## src/hw/rtl/aes_round_transform_assert.svh

```systemverilog
// Assertion macros for the AES round transform block.
`ifndef AES_ROUND_TRANSFORM_ASSERT_SVH
`define AES_ROUND_TRANSFORM_ASSERT_SVH

// Implication checked on every clock edge outside reset.
`define ART_ASSERT_IMP(label, clk, rst_n, ante, cons, msg) \
  label: assert property (@(posedge clk) disable iff (!rst_n) (ante) |-> (cons)) \
    else $error(msg);

// Implication with the consequent checked in the cycle after the antecedent.
`define ART_ASSERT_NEXT(label, clk, rst_n, ante, cons, msg) \
  label: assert property (@(posedge clk) disable iff (!rst_n) (ante) |=> (cons)) \
    else $error(msg);

`endif

```

## src/hw/rtl/art_pkg.sv

```systemverilog
// Package: GF(2^8) helpers, S-box functions and shared types.
package art_pkg;

  typedef logic [7:0] byte_t;
  typedef byte_t [15:0] state_t;

  typedef struct packed {
    logic inverse;
    logic skip;
  } ctrl_t;

  function automatic byte_t xtime(byte_t a);
    xtime = {a[6:0], 1'b0} ^ (a[7] ? 8'h1b : 8'h00);
  endfunction

  function automatic byte_t gf_mul(byte_t a, byte_t b);
    byte_t p;
    byte_t x;
    p = '0;
    x = a;
    for (int i = 0; i < 8; i++) begin
      if (b[i]) p = p ^ x;
      x = xtime(x);
    end
    gf_mul = p;
  endfunction

  function automatic byte_t gf_inv(byte_t x);
    byte_t sq;
    byte_t acc;
    sq = gf_mul(x, x);
    acc = sq;
    for (int i = 0; i < 6; i++) begin
      sq = gf_mul(sq, sq);
      acc = gf_mul(acc, sq);
    end
    gf_inv = acc;
  endfunction

  function automatic byte_t rotl(byte_t b, int n);
    rotl = byte_t'((b << n) | (b >> (8 - n)));
  endfunction

  function automatic byte_t sbox(byte_t x);
    byte_t v;
    v = gf_inv(x);
    sbox = v ^ rotl(v, 1) ^ rotl(v, 2) ^ rotl(v, 3) ^ rotl(v, 4) ^ 8'h63;
  endfunction

  function automatic byte_t inv_sbox(byte_t y);
    inv_sbox = gf_inv(rotl(y, 1) ^ rotl(y, 3) ^ rotl(y, 6) ^ 8'h05);
  endfunction

  // Constant S-box tables, built at elaboration.
  function automatic logic [255:0][7:0] fwd_table();
    logic [255:0][7:0] t;
    for (int i = 0; i < 256; i++) t[i] = sbox(byte_t'(i));
    fwd_table = t;
  endfunction

  function automatic logic [255:0][7:0] inv_table();
    logic [255:0][7:0] t;
    for (int i = 0; i < 256; i++) t[i] = inv_sbox(byte_t'(i));
    inv_table = t;
  endfunction

  localparam logic [255:0][7:0] SBOX_FWD = fwd_table();
  localparam logic [255:0][7:0] SBOX_INV = inv_table();

  // Byte index n: row n%4, column n/4. Source of out(r,c) in ShiftRows.
  function automatic int shift_src(int n, logic inverse);
    int r;
    int c;
    r = n % 4;
    c = n / 4;
    shift_src = 4 * (inverse ? ((c + 4 - r) % 4) : ((c + r) % 4)) + r;
  endfunction

endpackage

```

## src/hw/rtl/art_mix_lane.sv

```systemverilog
// One column lane: forward or inverse MixColumns with bypass.
module art_mix_lane import art_pkg::*; (
  input  byte_t [3:0] col_i,
  input  logic        inverse_i,
  input  logic        skip_i,
  output byte_t [3:0] col_o
);
  byte_t [3:0] k;
  always_comb begin
    k = inverse_i ? {8'd9, 8'd13, 8'd11, 8'd14} : {8'd1, 8'd1, 8'd3, 8'd2};
    for (int r = 0; r < 4; r++) begin
      col_o[r] = '0;
      for (int j = 0; j < 4; j++) col_o[r] = col_o[r] ^ gf_mul(k[(j + 4 - r) % 4], col_i[j]);
      if (skip_i) col_o[r] = col_i[r];
    end
  end
endmodule
```

## config.mk

```make
export PLATFORM = sky130hd
export DESIGN_NAME = art_mix_lane
export DESIGN_NICKNAME = d
export VERILOG_FILES = /design/src/hw/rtl/aes_round_transform_assert.svh /design/src/hw/rtl/art_pkg.sv /design/src/hw/rtl/art_mix_lane.sv
export SDC_FILE = /design/constraint.sdc
export NUM_CORES = 1
export LEC_CHECK = 0
export ABC_AREA = 1
export BUFFER_PORTS_ARGS = -buffer_cell sky130_fd_sc_hd__buf_4
export CORE_MARGIN = 2
export CORE_UTILIZATION = 65
export DETAILED_ROUTE_END_ITERATION = 8
export PLACE_DENSITY_LB_ADDON = 0.15
export RECOVER_POWER = 100
export SETUP_SLACK_MARGIN = 0.3
export SLEW_MARGIN = 30
export SYNTH_ARGS = -nofsm -noshare
export SYNTH_HDL_FRONTEND = slang
export SYNTH_SLANG_ARGS = --single-unit
export TNS_END_PERCENT = 100
```

## constraint.sdc

```tcl
create_clock -name vclk -period 3.4
set_clock_uncertainty 0.2 [all_clocks]
set_input_delay 0.51 -clock vclk [all_inputs]
set_output_delay 0.51 -clock vclk [all_outputs]
set_load 0.03 [all_outputs]
```

==> results of run 1 <==
==> cells by family (layout without fill, tap and decap cells) <==
group	Yosys count	in the layout	synth area share, %
xor gates and xnor gates	114	114	17.26
buffers and inverters	224	264	15.74
adders and majority gates	24	24	5.154
and+or+nand+nor	799	799	56.56
AOI/OAI and AO/OA	52	52	5.282
==> metal layers <==
| metal | up-vias | part of all wire, % |
|---|---|---|
| met5 | - | 0 |
| met4 | 0 | 6.3 |
| met3 | 107 | 12 |
| met2 | 482 | 43 |
| met1 | 3259 | 39 |
| li1 | 3769 | - |
==> how the worst min path moves through the flow <==
stage          startpoint  endpoint  slack, ns  cells after the start
6_report         col_i[4]  col_o[4]       1.22                      4
5_1_grt          col_i[4]  col_o[4]       1.24                      4
4_1_cts          col_i[4]  col_o[4]       1.22                      4
3_5_place_dp     col_i[4]  col_o[4]       1.22                      4
3_3_place_gp     col_i[4]  col_o[4]       1.21                      4
2_1_floorplan    col_i[4]  col_o[4]       1.04                      2
==> cell usage after synthesis, types with 9 or more instances <==
| cell | n |
|---|---|
| o21ai_0 | 23 |
| xnor2_1 | 36 |
| nand2_2 | 9 |
| nor2_1 | 21 |
| o21ai_1 | 15 |
| ha_1 | 24 |
| nand2_1 | 585 |
| buf_2 | 18 |
| clkbuf_1 | 10 |
| inv_1 | 179 |
| nand3_1 | 167 |
| xor2_1 | 77 |
==> layout make-up <==
| class | instances | area [µm²] | area share, % |
|---|---|---|---|
| Multi-Input combinational cell | 989 | 4902 | 77.40 |
| Inverter | 185 | 698.2 | 11.02 |
| Timing Repair Buffer | 79 | 598.1 | 9.443 |
| Tap cell | 108 | 135.1 | 2.134 |
==> power groups by stage <==
stage               Clock, µW  Sequential [µW]  Combinational, µW
floorplan                   0                0               1110
global placement            0                0               1470
detailed placement          0                0               1500
CTS                         0                0               1500
global route                0                0               1680
finish                      0                0               1520
==> stage by stage <==
step	instance area [µm²]	instances	total power [µW]	util, %
2_1_floorplan	5827	1213	1107	-
3_3_place_gp	6345	1361	1469	72.75
3_5_place_dp	6345	1361	1497	72.75
4_1_cts	6349	1361	1504	72.80
5_1_grt	6334	1361	1684	72.63
6_report	6334	1361	1522	72.63
==> repair_timing <==
item,CTS,global route
setup buffers,0,0
resized for setup,1,8
endpoints found under the setup margin,3,21
==> reports/metrics.yaml, run 1 <==
dieHeight_um: 98.68
drc: 0
swShare_pct: 66.16
synth_area_um2: 5827
die-area_um2: 9738
drive_above_1_share_pct: 8.300
antenna_found_initial: 0
nFillCells: 857
p_switching_uw: 1007
pwr-share-comb_pct: 100.0
max_slew_margin_pct: 50.24
place_congestion: 1.086
fin_nets: 1313
leakagePower_uw: 0.004200
fin_crit_ns: 3.133
crit_slowest_cell: "xor2_1"
port_buffers: 66
worst_pin_slew_ns: 0.7387
synth.avg_cell_area_um2: 4.804
busiest_layer: "met2"
grt_use_met1_pct: 55.62
power.internal_uw: 515.1
hold_violations: 0
initial_core_util_pct: 66.81
layout_setup_ws_ns: 0.2672
yosysWarnings: 0
syn_inst: 1213
crit_path_start: "inverse_i"
worst-path-max-fanout: 23
layout_common_cells: "584 x nand2_1, 179 x inv_1, 167 x nand3_1"
crit_path_max_incr_delay_ns: 0.26
critical_path_class: "input pin to output port"
cts_hold_buf: 0
netlist-cell-type-count: 32
ys_seq_area_share_pct: 0
crit_buf_inv: 4
synth_top_cell_by_area: "nand2_1"
setup_tns_ns: 0
status: "finished, final reports clean"
avgRoutedWirePerCell_um: 15.37
arrival_ns: 2.42
seq_power_share_pct: 0
wl_mm: 20.92
met2_usage_pct: 69.44
hold_slack_ns: 1.218
io_pins: 66
drtPass1Iterations: 6
layout_commonest_cell: "nand2_1"
critPathLaunchType: "input pin"
vias: 7617
diodes: 0
post-route-period-util_pct: 92.14
grt_pass1_vias: 6683
fmax_mhz: 319.2
ir_drop_mv: 0.2111
cp.required_ns: 2.69
worstPathCellList: "buf_12 > buf_4 > nand2_2 > inv_2 > nand2_1 > o21ai_0 > xor2_1 > nand2_1 > nand3_1 > nand3_1 > o21ai_1 > buf_4"
core_um2: 8721
critPathTopFamily: "buffers and inverters"
powerDensity_nw_per_um2: 240.3
flops_and_latches: 0
hold_path.class: "input pin to output port"
rsz0062_at_grt: "true"
drt-initial-drc-count: 805
synth_top_area_share_pct: 37.69
final.clkbuf_count: 0
use_met3_pct: 4.894
grt_first_pass_wirelength_mm: 33.64
ys_top_cells_by_area: "nand2_1 38%, nand3_1 14%, xor2_1 12%, inv_1 12%, xnor2_1 5.4%"
die_x_um: 98.68
setup_violations: 0
vias_per_cell: 5.597
grt_usage_pct: 42.23
crit_cells: 12
dpl.hpwl_mm: 16.82
drv_cap: 0
grt_max_degree: 39
regArea_um2: 0
grt.overflow.total: 0
synth_fp_nets: 1271
area_delta_synth_final_pct: 8.697
ant_nets: 0
maxSlewViolCount: 0
cp-end-kind: "output port"
endpoint: "col_o[8]"
pwr-share-clk_pct: 0
num_rows: 34
pre_cts_slack_ns: 0.2438
(Power assumes the default switching activity.)
==> inputs of run 2 (changes only) <==
--- a/config.mk
+++ b/config.mk
@@ -5,7 +5,6 @@
 export SDC_FILE = /design/constraint.sdc
 export NUM_CORES = 1
 export LEC_CHECK = 0
-export ABC_AREA = 1
 export BUFFER_PORTS_ARGS = -buffer_cell sky130_fd_sc_hd__buf_4
 export CORE_MARGIN = 2
 export CORE_UTILIZATION = 65
==> run 2 against run 1 <==
Effect of this change: clock-buffer cell count unchanged; via count decreased by 57%; hold slack improved by 0.0022 ns; core utilization increased by 11 points; flip-flop and latch count unchanged; final cell count decreased by 59%; largest power group unchanged; non-clock buffer count increased by 13; setup slack got worse by 0.14 ns; combinational power increased by 14%; power increased by 14%; maximum frequency decreased by 4.3%; largest cell class unchanged.
==> reports/metrics.yaml, run 2 <==
hold_path.class: "input pin to output port"
drive_above_1_share_pct: 25.10  # +17 points
vias: 3285  # -57%
worst_pin_slew_ns: 0.6273  # -0.1114 ns
critPathLaunchType: "input pin"
cts_hold_buf: 0  # unchanged
post-route-cell-area_um2: 4368  # -31%
maxSlewViolCount: 0  # unchanged
synth_top_cell_by_area: "xnor2_1"
vias_per_cell: 5.824  # +4.1%
grt.overflow.total: 0  # unchanged
pre_cts_slack_ns: 0.08738  # -0.1564 ns
cp-end-kind: "output port"
area_delta_synth_final_pct: 23.01
synth_fp_nets: 496  # -61%
die-area_um2: 6070  # -38%
multi_input_comb_area_um2: 3530  # -28%
setup_violations: 0  # unchanged
num_rows: 26  # -24%
grt_first_pass_wirelength_mm: 16.75  # -50%
finalPower_uw: 1728  # +14%
netlist-cell-type-count: 22  # -31%
regArea_um2: 0  # unchanged
core_um2: 5205  # -40%
leakagePower_uw: 0.001889  # -55%
fin_nets: 554  # -58%
status: "finished, final reports clean"
yosysWarnings: 0  # unchanged
post-route-period-util_pct: 96.31  # +4.2 points
die_x_um: 77.91  # -21%
min_path_cells: 3  # -1
cp.required_ns: 2.69  # about the same
hold_slack_ns: 1.220  # +0.002250 ns
dpl_cell_area_um2: 4045  # -36%
drtPass1Iterations: 4  # -2
antenna_found_initial: 0  # unchanged
final.clkbuf_count: 0  # unchanged
arrival_ns: 2.56  # +0.14 ns
drt-initial-drc-count: 216  # -73%
drv_cap: 0  # unchanged
diodes: 0  # unchanged
place_congestion: 0.9292  # -14%
initial_core_util_pct: 68.22  # +1.4 points
fmax_mhz: 305.4  # -4.3%
avgRoutedWirePerCell_um: 19.98  # +30%
io_pins: 66  # unchanged
ant_nets: 0  # unchanged
grt_pass1_vias: 3251  # -51%
wl_mm: 11.27  # -46%
drc: 0  # unchanged
synth_common_cells: "159 x xnor2_1, 62 x nand2_1, 51 x xor2_1"
nFillCells: 305  # -64%
max_slew_margin_pct: 57.74  # +7.5 points
port_buffers: 66  # unchanged
fin_crit_ns: 3.275  # +0.1418 ns
rsz0062_at_grt: "true"
setup_tns_ns: 0  # unchanged
dieHeight_um: 77.91  # -21%
critical_path_class: "input pin to output port"
ys_seq_area_share_pct: 0  # unchanged
layout_common_cells: "150 x xnor2_1, 64 x buf_4, 62 x nand2_1"
synth_area_um2: 3551  # -39%
syn_inst: 438  # -64%
layout_setup_ws_ns: 0.1254  # -0.1418 ns
synth.avg_cell_area_um2: 8.107  # +69%
yosysMostFrequentCell: "xnor2_1"
flops_and_latches: 0  # unchanged
powerDensity_nw_per_um2: 395.5  # +65%
layout_commonest_cell: "xnor2_1"
dpl.hpwl_mm: 7.369  # -56%
hold_violations: 0  # unchanged
grt_max_degree: 53  # +36%
worst-path-max-fanout: 10  # -57%
grt_usage_pct: 34.75  # -7.5 points
ir_drop_mv: 0.2455  # +16%
ys_top_cells_by_area: "xnor2_1 39%, xor2_1 13%, ha_1 8.5%, xnor3_1 7.0%, nand2_1 6.6%"
synth_top_area_share_pct: 39.22  # +1.5 points
==> run 2: cell count changes in the layout (fill, tap and decap cells not counted), moves of 19 or more <==
cell,change
inv_1,-167
nand3_1,-167
xor2_1,-27
nand2_1,-522
nor2_1,-19
xnor2_1,+114
==> run 2: power by group <==
group          leakage, µW  total, µW  internal (µW)  switching (µW)
logic              0.00189       1730            794             934
clock network            0          0              0               0
registers                0          0              0               0
==> run 2: final cells by class <==
type               count  share of cell area [%]
repair buffers        92                   16.16
multi-input cells    390                   80.81
well taps             70                   2.005
inverters             12                   1.031
==> run 2: cell families after synthesis <==
kind of cell,count (synthesis),synth area share [%]
AOI/OAI and AO/OA,38,5.356
xor gates and xnor gates,230,63.32
adders and majority gates,24,8.457
buffers and inverters,48,6.624
muxes,30,8.844
and+or+nand+nor,68,7.400
==> run 2: final timing paths <==
check | from | endpoint | slack [ns]
max | col_i[22] | col_o[12] | 0.13
min | col_i[3] | col_o[3] | 1.22
==> run 2: layer usage <==
metal | up-vias | wire length [µm] | global-route usage, %
met5 | - | 0 | 0
met4 | 0 | 448 | 8.772
met3 | 36 | 766 | 2.093
met2 | 188 | 5493 | 63.45
met1 | 1582 | 4560 | 44.29
li1 | 1479 | - | -
==> run 2: metrics by stage <==
| stage | std cells | util [%] |
|---|---|---|
| global route | 564 | 83.92 |
| global placement | 551 | 77.72 |
| CTS | 560 | 82.07 |
| floorplan | 438 | - |
| finish | 564 | 83.92 |
| detailed placement | 551 | 77.72 |
==> run 2: worst max-delay path, cell delays in order <==
cell and delay, ns:
buf_4 0.11, clkbuf_2 0.28, xor2_1 0.39, xnor2_1 0.17, nand2_1 0.10, xnor3_1 0.39
xnor2_1 0.15, o21ai_1 0.13, clkbuf_1 0.32
==> run 2: repair_timing <==
item | 4_1_cts | 5_1_grt
gates resized for setup | 29 | 34
setup buffers | 8 | 4
gates cloned | 1 | 0
setup endpoints to repair | 10 | 19
pin swaps | 16 | 17
